--- config.mk ---
export PLATFORM = sky130hd
export DESIGN_NAME = bellman_bound_backup
export DESIGN_NICKNAME = d
export VERILOG_FILES = /design/src/rtl/bbb_pkg.sv /design/src/rtl/bbb_ctrl.sv /design/src/rtl/bbb_dp.sv /design/src/rtl/bellman_bound_backup.sv
export SDC_FILE = /design/constraint.sdc
export NUM_CORES = 2
export LEC_CHECK = 0
export BUFFER_PORTS_ARGS = -buffer_cell sky130_fd_sc_hd__buf_2
export CAP_MARGIN = 0
export CORE_MARGIN = 3
export CORE_UTILIZATION = 57
export CTS_CLUSTER_SIZE = 12
export DETAILED_ROUTE_END_ITERATION = 8
export PLACE_DENSITY = 0.76
export SYNTH_ARGS = -nofsm -noshare
export SYNTH_HDL_FRONTEND = slang
export SYNTH_SLANG_ARGS = --single-unit
--- constraint.sdc ---
create_clock -name clk -period 8.85 [get_ports clk]
set_clock_uncertainty 0.05 [all_clocks]
set_input_delay 0.885 -clock clk [delete_from_list [all_inputs] [get_ports clk]]
set_output_delay 0.885 -clock clk [all_outputs]
set_load 0.01 [all_outputs]
--- src/rtl/bbb_pkg.sv ---
`default_nettype none
// ----------------------------------------------------------------------------
// bbb_pkg
// shared types, codes and helpers for the interval bellman backup block
// ----------------------------------------------------------------------------
package bbb_pkg;

  localparam int MAX_ACTIONS = 256;
  localparam int ACT_W       = 8;
  localparam int VAL_W       = 32;
  localparam int PROB_W      = 17;
  localparam int SUM_W       = 64;
  localparam int PROD_W      = 51;
  localparam int QW_W        = 52;
  localparam int CFG_IDX_W   = 1;
  localparam int CFG_DATA_W  = 17;

  localparam logic [CFG_IDX_W-1:0]  REG_DISCOUNT    = 1'b0;
  localparam logic [CFG_IDX_W-1:0]  REG_LOWER_EN    = 1'b1;
  localparam logic [PROB_W-1:0]     DISCOUNT_RESET  = 17'd62259;
  localparam logic [ACT_W-1:0]      LAST_ACT_INDEX  = ACT_W'(MAX_ACTIONS - 1);
  localparam logic signed [VAL_W-1:0] VAL_MIN = {1'b1, {(VAL_W-1){1'b0}}};
  localparam logic signed [VAL_W-1:0] VAL_MAX = {1'b0, {(VAL_W-1){1'b1}}};

  // sequencer states
  typedef enum logic [12:0] {
    ST_IDLE = 13'b0000000000001,
    ST_ML   = 13'b0000000000010,
    ST_MU   = 13'b0000000000100,
    ST_AU   = 13'b0000000001000,
    ST_SUL  = 13'b0000000010000,
    ST_SUH  = 13'b0000000100000,
    ST_SLL  = 13'b0000001000000,
    ST_SLH  = 13'b0000010000000,
    ST_LQW  = 13'b0000100000000,
    ST_LQS  = 13'b0001000000000,
    ST_UQW  = 13'b0010000000000,
    ST_UQS  = 13'b0100000000000,
    ST_EMIT = 13'b1000000000000
  } state_t;

  // multiplier operand a
  typedef enum logic [2:0] {
    MUL_NL    = 3'd0,
    MUL_NU    = 3'd1,
    MUL_SL_LO = 3'd2,
    MUL_SL_HI = 3'd3,
    MUL_SU_LO = 3'd4,
    MUL_SU_HI = 3'd5
  } mul_sel_t;

  // use of the previous cycle's product
  typedef enum logic [2:0] {
    ACC_NONE  = 3'd0,
    ACC_SUM_L = 3'd1,
    ACC_SUM_U = 3'd2,
    ACC_FRAC  = 3'd3,
    ACC_QWIDE = 3'd4
  } acc_op_t;

  typedef enum logic [1:0] {
    Q_NONE  = 2'd0,
    Q_UPPER = 2'd1,
    Q_LOWER = 2'd2
  } q_op_t;

  typedef struct packed {
    logic     load;
    mul_sel_t mul_sel;
    acc_op_t  acc_op;
    q_op_t    q_op;
    logic     emit;
  } cmd_t;

  typedef struct packed {
    logic item_last;
    logic lb_on;
    logic out_free;
  } status_t;

  function automatic logic signed [SUM_W-1:0] sat_add64(
    input logic signed [SUM_W-1:0] a,
    input logic signed [SUM_W-1:0] b
  );
    logic [SUM_W:0] s;
    logic signed [SUM_W-1:0] r;
    s = {a[SUM_W-1], a} + {b[SUM_W-1], b};
    if (s[SUM_W] != s[SUM_W-1]) begin
      r = s[SUM_W] ? {1'b1, {(SUM_W-1){1'b0}}} : {1'b0, {(SUM_W-1){1'b1}}};
    end else begin
      r = s[SUM_W-1:0];
    end
    return r;
  endfunction

  function automatic logic signed [VAL_W-1:0] sat32(input logic signed [QW_W-1:0] x);
    logic signed [VAL_W-1:0] r;
    if (x > QW_W'(VAL_MAX)) begin
      r = VAL_MAX;
    end else if (x < QW_W'(VAL_MIN)) begin
      r = VAL_MIN;
    end else begin
      r = x[VAL_W-1:0];
    end
    return r;
  endfunction

endpackage
`default_nettype wire

--- src/rtl/bbb_ctrl.sv ---
`default_nettype none
// ----------------------------------------------------------------------------
// bbb_ctrl
// sequencer: steps the shared multiplier and accumulators through one word
// ----------------------------------------------------------------------------
module bbb_ctrl (
  input  wire logic             clk,
  input  wire logic             rst,
  input  wire logic             in_valid,
  input  wire logic             outcome_present,
  input  wire logic             last_outcome,
  output logic                  in_ready,
  input  wire bbb_pkg::status_t status,
  output bbb_pkg::cmd_t         cmd
);

  bbb_pkg::state_t state, state_next;

  always_ff @(posedge clk) begin
    if (rst) begin
      state <= bbb_pkg::ST_IDLE;
    end else begin
      state <= state_next;
    end
  end

  assign in_ready = (state == bbb_pkg::ST_IDLE);

  always_comb begin
    state_next  = state;
    cmd.load    = 1'b0;
    cmd.mul_sel = bbb_pkg::MUL_NL;
    cmd.acc_op  = bbb_pkg::ACC_NONE;
    cmd.q_op    = bbb_pkg::Q_NONE;
    cmd.emit    = 1'b0;
    case (state)
      bbb_pkg::ST_IDLE: begin
        if (in_valid) begin
          cmd.load = 1'b1;
          if (outcome_present) begin
            state_next = status.lb_on ? bbb_pkg::ST_ML : bbb_pkg::ST_MU;
          end else if (last_outcome) begin
            state_next = bbb_pkg::ST_SUL;
          end
        end
      end
      bbb_pkg::ST_ML: begin
        cmd.mul_sel = bbb_pkg::MUL_NL;
        state_next  = bbb_pkg::ST_MU;
      end
      bbb_pkg::ST_MU: begin
        cmd.mul_sel = bbb_pkg::MUL_NU;
        cmd.acc_op  = status.lb_on ? bbb_pkg::ACC_SUM_L : bbb_pkg::ACC_NONE;
        state_next  = bbb_pkg::ST_AU;
      end
      bbb_pkg::ST_AU: begin
        cmd.acc_op = bbb_pkg::ACC_SUM_U;
        state_next = status.item_last ? bbb_pkg::ST_SUL : bbb_pkg::ST_IDLE;
      end
      bbb_pkg::ST_SUL: begin
        cmd.mul_sel = bbb_pkg::MUL_SU_LO;
        state_next  = bbb_pkg::ST_SUH;
      end
      bbb_pkg::ST_SUH: begin
        cmd.mul_sel = bbb_pkg::MUL_SU_HI;
        cmd.acc_op  = bbb_pkg::ACC_FRAC;
        state_next  = status.lb_on ? bbb_pkg::ST_SLL : bbb_pkg::ST_UQW;
      end
      bbb_pkg::ST_SLL: begin
        cmd.mul_sel = bbb_pkg::MUL_SL_LO;
        cmd.acc_op  = bbb_pkg::ACC_QWIDE;
        state_next  = bbb_pkg::ST_SLH;
      end
      bbb_pkg::ST_SLH: begin
        cmd.mul_sel = bbb_pkg::MUL_SL_HI;
        cmd.acc_op  = bbb_pkg::ACC_FRAC;
        cmd.q_op    = bbb_pkg::Q_UPPER;
        state_next  = bbb_pkg::ST_LQW;
      end
      bbb_pkg::ST_LQW: begin
        cmd.acc_op = bbb_pkg::ACC_QWIDE;
        state_next = bbb_pkg::ST_LQS;
      end
      bbb_pkg::ST_LQS: begin
        cmd.q_op   = bbb_pkg::Q_LOWER;
        state_next = bbb_pkg::ST_EMIT;
      end
      bbb_pkg::ST_UQW: begin
        cmd.acc_op = bbb_pkg::ACC_QWIDE;
        state_next = bbb_pkg::ST_UQS;
      end
      bbb_pkg::ST_UQS: begin
        cmd.q_op   = bbb_pkg::Q_UPPER;
        state_next = bbb_pkg::ST_EMIT;
      end
      bbb_pkg::ST_EMIT: begin
        cmd.emit = 1'b1;
        if (status.out_free) begin
          state_next = bbb_pkg::ST_IDLE;
        end
      end
      default: begin
        state_next = bbb_pkg::ST_IDLE;
      end
    endcase
  end

endmodule
`default_nettype wire

--- src/rtl/bbb_dp.sv ---
`default_nettype none
// ----------------------------------------------------------------------------
// bbb_dp
// datapath: word latch, shared multiplier, sums, q values, bests, output reg
// ----------------------------------------------------------------------------
module bbb_dp (
  input  wire logic                                    clk,
  input  wire logic                                    rst,
  input  wire bbb_pkg::cmd_t                           cmd,
  output bbb_pkg::status_t                             status,
  input  wire logic                                    cfg_write,
  input  wire logic [bbb_pkg::CFG_IDX_W-1:0]           cfg_index,
  input  wire logic [bbb_pkg::CFG_DATA_W-1:0]          cfg_data,
  input  wire logic [bbb_pkg::PROB_W-1:0]              outcome_prob,
  input  wire logic signed [bbb_pkg::VAL_W-1:0]        next_lower,
  input  wire logic signed [bbb_pkg::VAL_W-1:0]        next_upper,
  input  wire logic                                    last_outcome,
  input  wire logic signed [bbb_pkg::VAL_W-1:0]        action_reward,
  input  wire logic                                    last_action,
  input  wire logic signed [bbb_pkg::VAL_W-1:0]        node_old_lower,
  input  wire logic signed [bbb_pkg::VAL_W-1:0]        node_old_upper,
  output logic                                         out_valid,
  input  wire logic                                    out_ready,
  output logic [bbb_pkg::ACT_W-1:0]                    action_index,
  output logic signed [bbb_pkg::VAL_W-1:0]             q_lower,
  output logic signed [bbb_pkg::VAL_W-1:0]             q_upper,
  output logic                                         node_done,
  output logic signed [bbb_pkg::VAL_W-1:0]             node_lower,
  output logic signed [bbb_pkg::VAL_W-1:0]             node_upper,
  output logic signed [bbb_pkg::ACT_W:0]               best_action
);

  // configuration
  logic [bbb_pkg::PROB_W-1:0] discount;
  logic                       lower_en;

  // latched word
  logic [bbb_pkg::PROB_W-1:0]       prob;
  logic signed [bbb_pkg::VAL_W-1:0] nl, nu, reward, old_l, old_u;
  logic                             item_last, item_last_act;

  // arithmetic state
  logic signed [bbb_pkg::PROD_W-1:0] prod;
  logic signed [bbb_pkg::SUM_W-1:0]  sum_l, sum_u;
  logic [bbb_pkg::PROB_W-1:0]        frac;
  logic signed [bbb_pkg::QW_W-1:0]   qw;
  logic signed [bbb_pkg::VAL_W-1:0]  ql, qu;
  logic signed [bbb_pkg::VAL_W-1:0]  best_l, best_u;
  logic signed [bbb_pkg::ACT_W:0]    best_act;
  logic [bbb_pkg::ACT_W-1:0]         act_cnt;

  logic signed [32:0]                 mul_a;
  logic signed [bbb_pkg::PROB_W:0]    mul_b;
  logic signed [bbb_pkg::SUM_W-1:0]   prod_ext;
  logic signed [bbb_pkg::QW_W-1:0]    qw_next;
  logic signed [bbb_pkg::VAL_W-1:0]   q_sat;
  logic                               out_free;

  assign out_free = !out_valid || out_ready;
  assign status   = '{item_last: item_last, lb_on: lower_en, out_free: out_free};

  always_ff @(posedge clk) begin
    if (rst) begin
      discount <= bbb_pkg::DISCOUNT_RESET;
      lower_en <= 1'b1;
    end else if (cfg_write) begin
      if (cfg_index == bbb_pkg::REG_DISCOUNT) begin
        discount <= cfg_data;
      end
      if (cfg_index == bbb_pkg::REG_LOWER_EN) begin
        lower_en <= cfg_data[0];
      end
    end
  end

  always_ff @(posedge clk) begin
    if (cmd.load) begin
      prob          <= outcome_prob;
      nl            <= next_lower;
      nu            <= next_upper;
      item_last     <= last_outcome;
      reward        <= action_reward;
      item_last_act <= last_action;
      old_l         <= node_old_lower;
      old_u         <= node_old_upper;
    end
  end

  // operand select: sums split into signed high and unsigned low halves
  always_comb begin
    mul_b = {1'b0, discount};
    case (cmd.mul_sel)
      bbb_pkg::MUL_NL: begin
        mul_a = {nl[31], nl};
        mul_b = {1'b0, prob};
      end
      bbb_pkg::MUL_NU: begin
        mul_a = {nu[31], nu};
        mul_b = {1'b0, prob};
      end
      bbb_pkg::MUL_SL_LO: mul_a = {1'b0, sum_l[31:0]};
      bbb_pkg::MUL_SL_HI: mul_a = {sum_l[63], sum_l[63:32]};
      bbb_pkg::MUL_SU_LO: mul_a = {1'b0, sum_u[31:0]};
      bbb_pkg::MUL_SU_HI: mul_a = {sum_u[63], sum_u[63:32]};
      default:            mul_a = '0;
    endcase
  end

  always_ff @(posedge clk) begin
    prod <= mul_a * mul_b;
  end

  assign prod_ext = {{(bbb_pkg::SUM_W-bbb_pkg::PROD_W){prod[bbb_pkg::PROD_W-1]}}, prod};
  assign qw_next  = {prod[bbb_pkg::PROD_W-1], prod}
                  + {{(bbb_pkg::QW_W-bbb_pkg::PROB_W){1'b0}}, frac}
                  + {{(bbb_pkg::QW_W-bbb_pkg::VAL_W){reward[31]}}, reward};
  assign q_sat    = bbb_pkg::sat32(qw);

  always_ff @(posedge clk) begin
    case (cmd.acc_op)
      bbb_pkg::ACC_FRAC:  frac <= prod[48:32];
      bbb_pkg::ACC_QWIDE: qw   <= qw_next;
      default: ;
    endcase
    if (cmd.q_op == bbb_pkg::Q_UPPER) begin
      qu <= q_sat;
    end
    if (cmd.q_op == bbb_pkg::Q_LOWER) begin
      ql <= q_sat;
    end
  end

  always_ff @(posedge clk) begin
    if (rst) begin
      sum_l    <= '0;
      sum_u    <= '0;
      best_l   <= bbb_pkg::VAL_MIN;
      best_u   <= bbb_pkg::VAL_MIN;
      best_act <= '1;
      act_cnt  <= '0;
    end else begin
      if (cmd.acc_op == bbb_pkg::ACC_SUM_L) begin
        sum_l <= bbb_pkg::sat_add64(sum_l, prod_ext);
      end
      if (cmd.acc_op == bbb_pkg::ACC_SUM_U) begin
        sum_u <= bbb_pkg::sat_add64(sum_u, prod_ext);
      end
      if (cmd.q_op == bbb_pkg::Q_UPPER && q_sat > best_u) begin
        best_u   <= q_sat;
        best_act <= {1'b0, act_cnt};
      end
      if (cmd.q_op == bbb_pkg::Q_LOWER && q_sat > best_l) begin
        best_l <= q_sat;
      end
      if (cmd.emit && out_free) begin
        sum_l <= '0;
        sum_u <= '0;
        if (item_last_act) begin
          best_l   <= bbb_pkg::VAL_MIN;
          best_u   <= bbb_pkg::VAL_MIN;
          best_act <= '1;
          act_cnt  <= '0;
        end else begin
          act_cnt <= (act_cnt == bbb_pkg::LAST_ACT_INDEX) ? '0 : act_cnt + 1'b1;
        end
      end
    end
  end

  // output register
  always_ff @(posedge clk) begin
    if (rst) begin
      out_valid <= 1'b0;
    end else if (cmd.emit && out_free) begin
      out_valid <= 1'b1;
    end else if (out_ready) begin
      out_valid <= 1'b0;
    end
  end

  always_ff @(posedge clk) begin
    if (cmd.emit && out_free) begin
      action_index <= act_cnt;
      q_lower      <= lower_en ? ql : '0;
      q_upper      <= qu;
      node_done    <= item_last_act;
      if (item_last_act) begin
        if (lower_en) begin
          node_lower <= (old_l > best_l) ? old_l : best_l;
        end else begin
          node_lower <= old_l;
        end
        node_upper  <= (old_u < best_u) ? old_u : best_u;
        best_action <= best_act;
      end else begin
        node_lower  <= '0;
        node_upper  <= '0;
        best_action <= '0;
      end
    end
  end

endmodule
`default_nettype wire

--- src/rtl/bellman_bound_backup.sv ---
`default_nettype none
// ----------------------------------------------------------------------------
// bellman_bound_backup
// interval bellman backup for one decision node, one outcome edge per word
// ----------------------------------------------------------------------------
// Each input word is one outcome edge. A present edge adds prob*next_lower and
// prob*next_upper into two saturating 64-bit sums; on the last outcome of an
// action the sums are scaled by the discount, the reward is added, and one
// result word carries both saturated q values. On the node's last action the
// same result word also carries the new node bounds and the upper argmax.
// Everything goes through a single 33x18 multiplier with a registered product,
// stepped by a small sequencer, so one word is in flight at a time. A present
// edge adds its lower product (not with the lower bound off) and its upper
// product; a final edge then scales both sums, adds the reward and waits for
// the output register to empty; that register lets the next word be taken
// while a result still waits downstream. The user must write configuration through
// cfg_write/cfg_index/cfg_data only while idle; the block does not enforce it.
// ----------------------------------------------------------------------------
module bellman_bound_backup (
  input  wire logic                                    clk,
  input  wire logic                                    rst,
  // configuration
  input  wire logic                                    cfg_write,
  input  wire logic [bbb_pkg::CFG_IDX_W-1:0]           cfg_index,
  input  wire logic [bbb_pkg::CFG_DATA_W-1:0]          cfg_data,
  // input words
  input  wire logic                                    in_valid,
  output logic                                         in_ready,
  input  wire logic [bbb_pkg::PROB_W-1:0]              outcome_prob,
  input  wire logic                                    outcome_present,
  input  wire logic signed [bbb_pkg::VAL_W-1:0]        next_lower,
  input  wire logic signed [bbb_pkg::VAL_W-1:0]        next_upper,
  input  wire logic                                    last_outcome,
  input  wire logic signed [bbb_pkg::VAL_W-1:0]        action_reward,
  input  wire logic                                    last_action,
  input  wire logic signed [bbb_pkg::VAL_W-1:0]        node_old_lower,
  input  wire logic signed [bbb_pkg::VAL_W-1:0]        node_old_upper,
  // result words
  output logic                                         out_valid,
  input  wire logic                                    out_ready,
  output logic [bbb_pkg::ACT_W-1:0]                    action_index,
  output logic signed [bbb_pkg::VAL_W-1:0]             q_lower,
  output logic signed [bbb_pkg::VAL_W-1:0]             q_upper,
  output logic                                         node_done,
  output logic signed [bbb_pkg::VAL_W-1:0]             node_lower,
  output logic signed [bbb_pkg::VAL_W-1:0]             node_upper,
  output logic signed [bbb_pkg::ACT_W:0]               best_action
);

  bbb_pkg::cmd_t    cmd;
  bbb_pkg::status_t status;

  // sequencer: owns the input handshake and the step order
  bbb_ctrl u_ctrl (
    .clk             (clk),
    .rst             (rst),
    .in_valid        (in_valid),
    .outcome_present (outcome_present),
    .last_outcome    (last_outcome),
    .in_ready        (in_ready),
    .status          (status),
    .cmd             (cmd)
  );

  // datapath: registers, multiplier, saturation and the output register
  bbb_dp u_dp (
    .clk            (clk),
    .rst            (rst),
    .cmd            (cmd),
    .status         (status),
    .cfg_write      (cfg_write),
    .cfg_index      (cfg_index),
    .cfg_data       (cfg_data),
    .outcome_prob   (outcome_prob),
    .next_lower     (next_lower),
    .next_upper     (next_upper),
    .last_outcome   (last_outcome),
    .action_reward  (action_reward),
    .last_action    (last_action),
    .node_old_lower (node_old_lower),
    .node_old_upper (node_old_upper),
    .out_valid      (out_valid),
    .out_ready      (out_ready),
    .action_index   (action_index),
    .q_lower        (q_lower),
    .q_upper        (q_upper),
    .node_done      (node_done),
    .node_lower     (node_lower),
    .node_upper     (node_upper),
    .best_action    (best_action)
  );

endmodule
`default_nettype wire

---- After elaboration in Yosys (flattened, before gate mapping) ----
Cells that the tools add are included.
word-level totals
  register bits after elaboration ......... 750
  input bits .............................. 203
  output and inout bits ................... 148
cells by class
  add/subtract/negate cells ............... 5
  multiply operators ...................... 1
  $lt $le $gt $ge ......................... 6
  equal/unequal tests ..................... 30
  muxes and demuxes ....................... 39
  bitwise gates (word level) .............. 1
  reduce and logical (&&, ||, !) cells .... 16
operator list
  kind                                                              number
  two-way mux 32 bit                                                11
  two-way mux 64 bit                                                4
  one-hot mux 33 bit (6 select lines)                               1
  one-hot mux 13 bit (12 select lines)                              1
  adder 64 x 51 -> 65 bit                                           2
  greater-than comparator 32 bit                                    3
  adder 51 x 18 -> 52 bit                                           1
  adder 52 bit                                                      1
  greater-than comparator 52 x 32 -> 1 bit (second input constant)  1
  < comparator 52 x 32 -> 1 bit (second input constant)             1
  two-way mux 13 bit                                                4
  multiplier 33 x 18 -> 51 bit                                      1
  < comparator 32 bit                                               1
  two-way mux 9 bit                                                 3
  two-way mux 17 bit                                                1
  two-way mux 8 bit                                                 2
  one-hot mux 3 bit (5 select lines)                                1
  equality test 13 x 1 -> 1 bit (second input constant)             1
  equality test 13 x 10 -> 1 bit (second input constant)            1
  equality test 13 x 11 -> 1 bit (second input constant)            1
  equality test 13 x 12 -> 1 bit (second input constant)            1
  equality test 13 bit (second input constant)                      1
  equality test 13 x 2 -> 1 bit (second input constant)             1
  equality test 13 x 3 -> 1 bit (second input constant)             1
  33 further kinds                                                  52

---- Longest topological paths before layout ----
  word-level depth ........................ 8
  depth in mapped cells ................... 41

---- Hierarchy ----
A second synthesis with hierarchy kept.
second synthesis, totals
  cells, all modules ...................... 6124
  area, all modules ....................... 60254.0 µm²
by module, submodules not included
  module    instances  cells an instance  area an instance (µm²)  sequential area each (µm²)
  bbb_dp    1          6019               59371.9                 19338.5
  bbb_ctrl  1          105                882.1                   260.2

---- Worst setup path after synthesis ----
Ideal clock, no wire load.
  path type ............................... reg2reg
  start ................................... register u_ctrl.state[11]
  end ..................................... register u_dp.best_l[10] in the netlist's numbering
  setup time .............................. 0.127 ns
  data arrival time ....................... 9.582 ns
  data required time ...................... 8.673 ns
  slack ................................... -0.909 ns
  stages on the path, launching flop included .. 12
  buffers on the path ..................... 2
  period minus slack after synthesis ...... 9.759 ns
  path through ............................ dfxtp_1 buf_2 or2_1 nor4_4 nand2_1 or3_1 or3b_2 nor2_1 a21oi_1 clkbuf_1 nand3_1 o31ai_1
between the ends
  word-level cells in the longest chain between the ends .. 8
  elaborated cells on any way between the ends .. 13
ends and longest elaborated chain
  what                                                                                    line            RTL
  start, declared                                                                         bbb_ctrl.sv:17  bbb_pkg::state_t state, state_next;
  start signal, assigned                                                                  bbb_ctrl.sv:21  state <= bbb_pkg::ST_IDLE;
  start signal, assigned                                                                  bbb_ctrl.sv:23  state <= state_next;
  equality test 13 x 12 -> 1 bit / equality test 13 x 8 -> 1 bit (equally long branches)  bbb_ctrl.sv:36  case (state)
  OR reduction 2 bit (no source line)                                                     -
  one-hot mux 2 bit (2 select lines)                                                      bbb_ctrl.sv:36
  equality test 2 bit                                                                     bbb_dp.sv:152   if (cmd.q_op == bbb_pkg::Q_LOWER && q_sat > best_l) begin
  logical AND 1 bit                                                                       bbb_dp.sv:152
  two-way mux 32 bit                                                                      bbb_dp.sv:152
  two-way mux 32 bit                                                                      bbb_dp.sv:158   if (item_last_act) begin
  two-way mux 32 bit (*)                                                                  bbb_dp.sv:155   if (cmd.emit && out_free) begin
  end signal, assigned                                                                    bbb_dp.sv:137   best_l <= bbb_pkg::VAL_MIN;
  end signal, assigned                                                                    bbb_dp.sv:153   best_l <= q_sat;
  end signal, assigned                                                                    bbb_dp.sv:159   best_l <= bbb_pkg::VAL_MIN;
  end, declared                                                                           bbb_dp.sv:48    logic signed [bbb_pkg::VAL_W-1:0] best_l, best_u;
Mark *: on every way between the ends. The rest lies on a longest branch, timed or not.
A chain may end at the register's enable or synchronous reset.

---- Final worst setup path ----
  start ................................... register u_ctrl.state[11]
  end ..................................... register u_dp.prod[47] in the netlist's numbering
between the ends
  word-level cells in the longest chain between the ends .. 6
  elaborated cells on any way between the ends .. 16
ends and longest elaborated chain
  what                                                                      line            RTL
  equality test 13 x 8 -> 1 bit (tied with other cells)                     bbb_ctrl.sv:36
  one-hot mux 3 bit (5 select lines) (*)                                    bbb_ctrl.sv:36
  equality test 3 x 1 -> 1 bit / logical NOT 3 bit (equally long branches)  bbb_dp.sv:92    case (cmd.mul_sel)
  OR reduction 2 bit (no source line)                                       -
  two-way mux 17 bit                                                        bbb_dp.sv:92
  multiplier 33 x 18 -> 51 bit (*)                                          bbb_dp.sv:110   prod <= mul_a * mul_b;
  end signal, assigned                                                      bbb_dp.sv:110
  end, declared                                                             bbb_dp.sv:43    logic signed [bbb_pkg::PROD_W-1:0] prod;
Marked as above.

==> reports/metrics.yaml <==
cts_num_sinks: 750
initial_core_util: 0.578
grt_usage: 0.362
rsz0062_at_grt: "yes"
dpl_cell_area_sq_um: 65900
yosysUniqueCellTypes: 100
die-area_sq_um: 110000
grt_start_max_net_pins: 134
ant_nets: 0
final_core_util: 0.672
fin_crit_sh: 1.01
cp-start-kind: "flip-flop"
cts-root-buf: "clkbuf_16"
regToRegStartpoint: "u_ctrl.state[11]"
drc: 0
cpMaxStageDelayCell: "fa_1"
yosysSeqAreaShare: 0.326
failed_checks: "negative setup slack"
ys_seq_elements: 750
crit_type: "flip-flop to flip-flop"
cts-buffers-inserted: 83
fin_ws_ns: -0.110
arrival_ns: 9.50
cts.htree.levels: 3
max-clock-path-buffers: 3
syn2layout_area_growth_pct: 16.4
drive_above_1_share: 0.169
nFillCells: 8153
status: "complete, but fails checks"
fmax_mhz: 112
synth_nets: 7464
worst_setup_path_end_kind: "flip-flop"
ys.flop_type: "edfxtp_1"
use_met3: 0.0544
use_met2: 0.593
antenna_found_initial: 3
grt_pass1_wl_um: 297000
slew_viol_final: 0
io_buffers: 350
core-area_sq_um: 104000
drt-initial-drc-count: 4234
timing_hold_violations_final: 0
syn_avg_cell_area_sq_um: 9.64
hp-class: "input pin to flip-flop"
viasPerCell: 5.93
overflow: 0
cts.clk_slew.worst_paths_ns: 0.06
dp_hpwl_um: 158000
async_flop_share: 0
vias: 49348
netlist_area_sq_um: 60200
dieHeight_um: 331
dieWidth_um: 331
crit_start: "u_ctrl.state[11]"
io_pins: 351
final_cell_area_sq_um: 70100
cts_tree: "done"
insertion_delay_ns: 0.70
totalWireLength_um: 200000
tightestPinTransition_ns: 1.25
yosysWarningCount: 0
crit_required_ns: 9.39
setup_viol: 2
synthCells: 6245
post-place-ws_ns: -0.981
row_count: 118
gp_congestion: 1.03
cap_violations: 0
grt-busiest-layer: "met2"
synth-edff-count: 458
crit_fanout: 9
slew_headroom: 0.170
first_pass_iters: 8
min-delay-start: "action_reward[17]"
cp_common_cell: "fa_1"
period_needed_ns: 8.96
slowest_delay_ns: 0.56
final_nets: 8079
grt_pass1_vias: 49579
wl_per_cell_um: 24.0
met1_usage: 0.451
holdWs_ns: 0.316
cell usage after synthesis, drive strengths merged (29+ instances only):
| library cell | count | area (sq um) |
|---|---|---|
| ha | 460 | 5760 |
| and2 | 53 | 334 |
| nand2 | 681 | 2560 |
| fa | 556 | 11100 |
| nand3 | 98 | 490 |
| nor2 | 510 | 1920 |
| nand4 | 79 | 494 |
| xnor2 | 142 | 1250 |
| a31oi | 29 | 188 |
| a211o | 32 | 280 |
| nor3 | 44 | 230 |
| a21oi | 457 | 2300 |
| clkbuf | 178 | 671 |
| a21o | 129 | 968 |
| buf | 100 | 546 |
| mux2i | 121 | 1210 |
| o21a | 39 | 294 |
| o21ai | 346 | 1740 |
| a22oi | 66 | 495 |
| nand2b | 47 | 294 |
| xor2 | 79 | 699 |
| edfxtp | 458 | 13800 |
| o31ai | 41 | 337 |
| o21bai | 32 | 240 |
| inv | 761 | 2860 |
| dfxtp | 292 | 5850 |
| a211oi | 65 | 661 |
| nor2b | 111 | 694 |
layout make-up:
| cell class | instances | area [sq um] | area share |
|---|---|---|---|
| multi-input combinational | 4456 | 37300 | 0.533 |
| sequential | 750 | 19600 | 0.280 |
| timing repair buffer | 808 | 5740 | 0.0819 |
| inverter | 761 | 2860 | 0.0408 |
| clock buffer | 120 | 2310 | 0.0329 |
| tap | 1380 | 1730 | 0.0246 |
| clock inverter | 35 | 498 | 0.00711 |
| antenna | 5 | 12.5 | 0.000179 |
cell families after synthesis:
group / synth area share
compound gates: 0.140
xor+xnor: 0.0324
fa+ha+maj: 0.281
buf+inv: 0.0676
flops: 0.326
mux: 0.0226
simple gates: 0.131
through the flow:
step | instances | setup TNS (ns)
4_1_cts | 8279 | -0.249
6_report | 8315 | -0.139
5_1_grt | 8310 | -1.91
3_5_place_dp | 8095 | -10.66
3_3_place_gp | 8095 | -8.91
2_1_floorplan | 6245 | 0
cells in the final DEF, fill, tap and decap left out, types with 15 or more instances in the layout:
cell         n
inv_1      749
nand2_1    662
fa_1       541
nor2_1     496
edfxtp_1   458
ha_1       449
a21oi_1    442
buf_4      405
buf_2      350
o21ai_0    323
dfxtp_1    291
xnor2_1    141
a21o_1     127
mux2i_1    111
nor2b_1    109
nand3_1     94
clkbuf_16   85
nand4_1     79
xor2_1      78
a22oi_1     62
and2_1      51
nand2b_1    46
nor3_1      39
o21a_1      37
o31ai_1     36
o21bai_1    32
a211oi_1    31
buf_12      30
clkbuf_1    28
a31oi_1     26
a211o_1     24
a211oi_2    24
o211ai_1    20
nand2_2     19
nor4_1      17
nand3b_1    17
and3_1      16
buf_6       16
fa_2        15
repair_timing:
item | CTS | global route
hold buffers | 0 | 0
setup endpoints to repair | 18 | 16
gates cloned | 2 | 2
pin swaps | 24 | 49
resized for setup | 90 | 100
buffers inserted | 27 | 32
state kept, by name, indices dropped and copies added, names as in the netlist, 51 cells and up:
signal      cells
u_dp.sum_l     64
u_dp.sum_u     64
u_dp.qw        52
u_dp.prod      51
path summary, 6_finish.rpt:
check	to	slack [ns]	cells past startpoint
worst max-delay path	u_dp.prod[47]	-0.11	41
worst min-delay path	u_dp.reward[17]	0.32	1
worst max register to register	u_dp.prod[47]	-0.11	41
worst min register to register	u_dp.q_upper[21]	0.36	0
critical path: cells and delay by family, from the launching register on:
family,cells,cell delay [ns]
AND/OR/NAND/NOR,10,1.59
buffers and inverters,12,1.42
flip-flops,1,0.32
XOR/XNOR,1,0.13
adder cells (fa/ha/maj),7,3.38
AO/OA/AOI/OAI,11,1.96
layer usage:
layer  vias to the layer above  share of wire  routed length, um
met4                         4          0.077              15400
met1                     24096           0.38              76500
met2                      2292           0.46              92100
li1                      22393              -                  -
met5                         -        0.00014                 27
met3                       563          0.078              15600
Power is left out: the tool's default activity adds up to more than one toggle a clock period on the data nets, which glitch-free logic cannot reach.
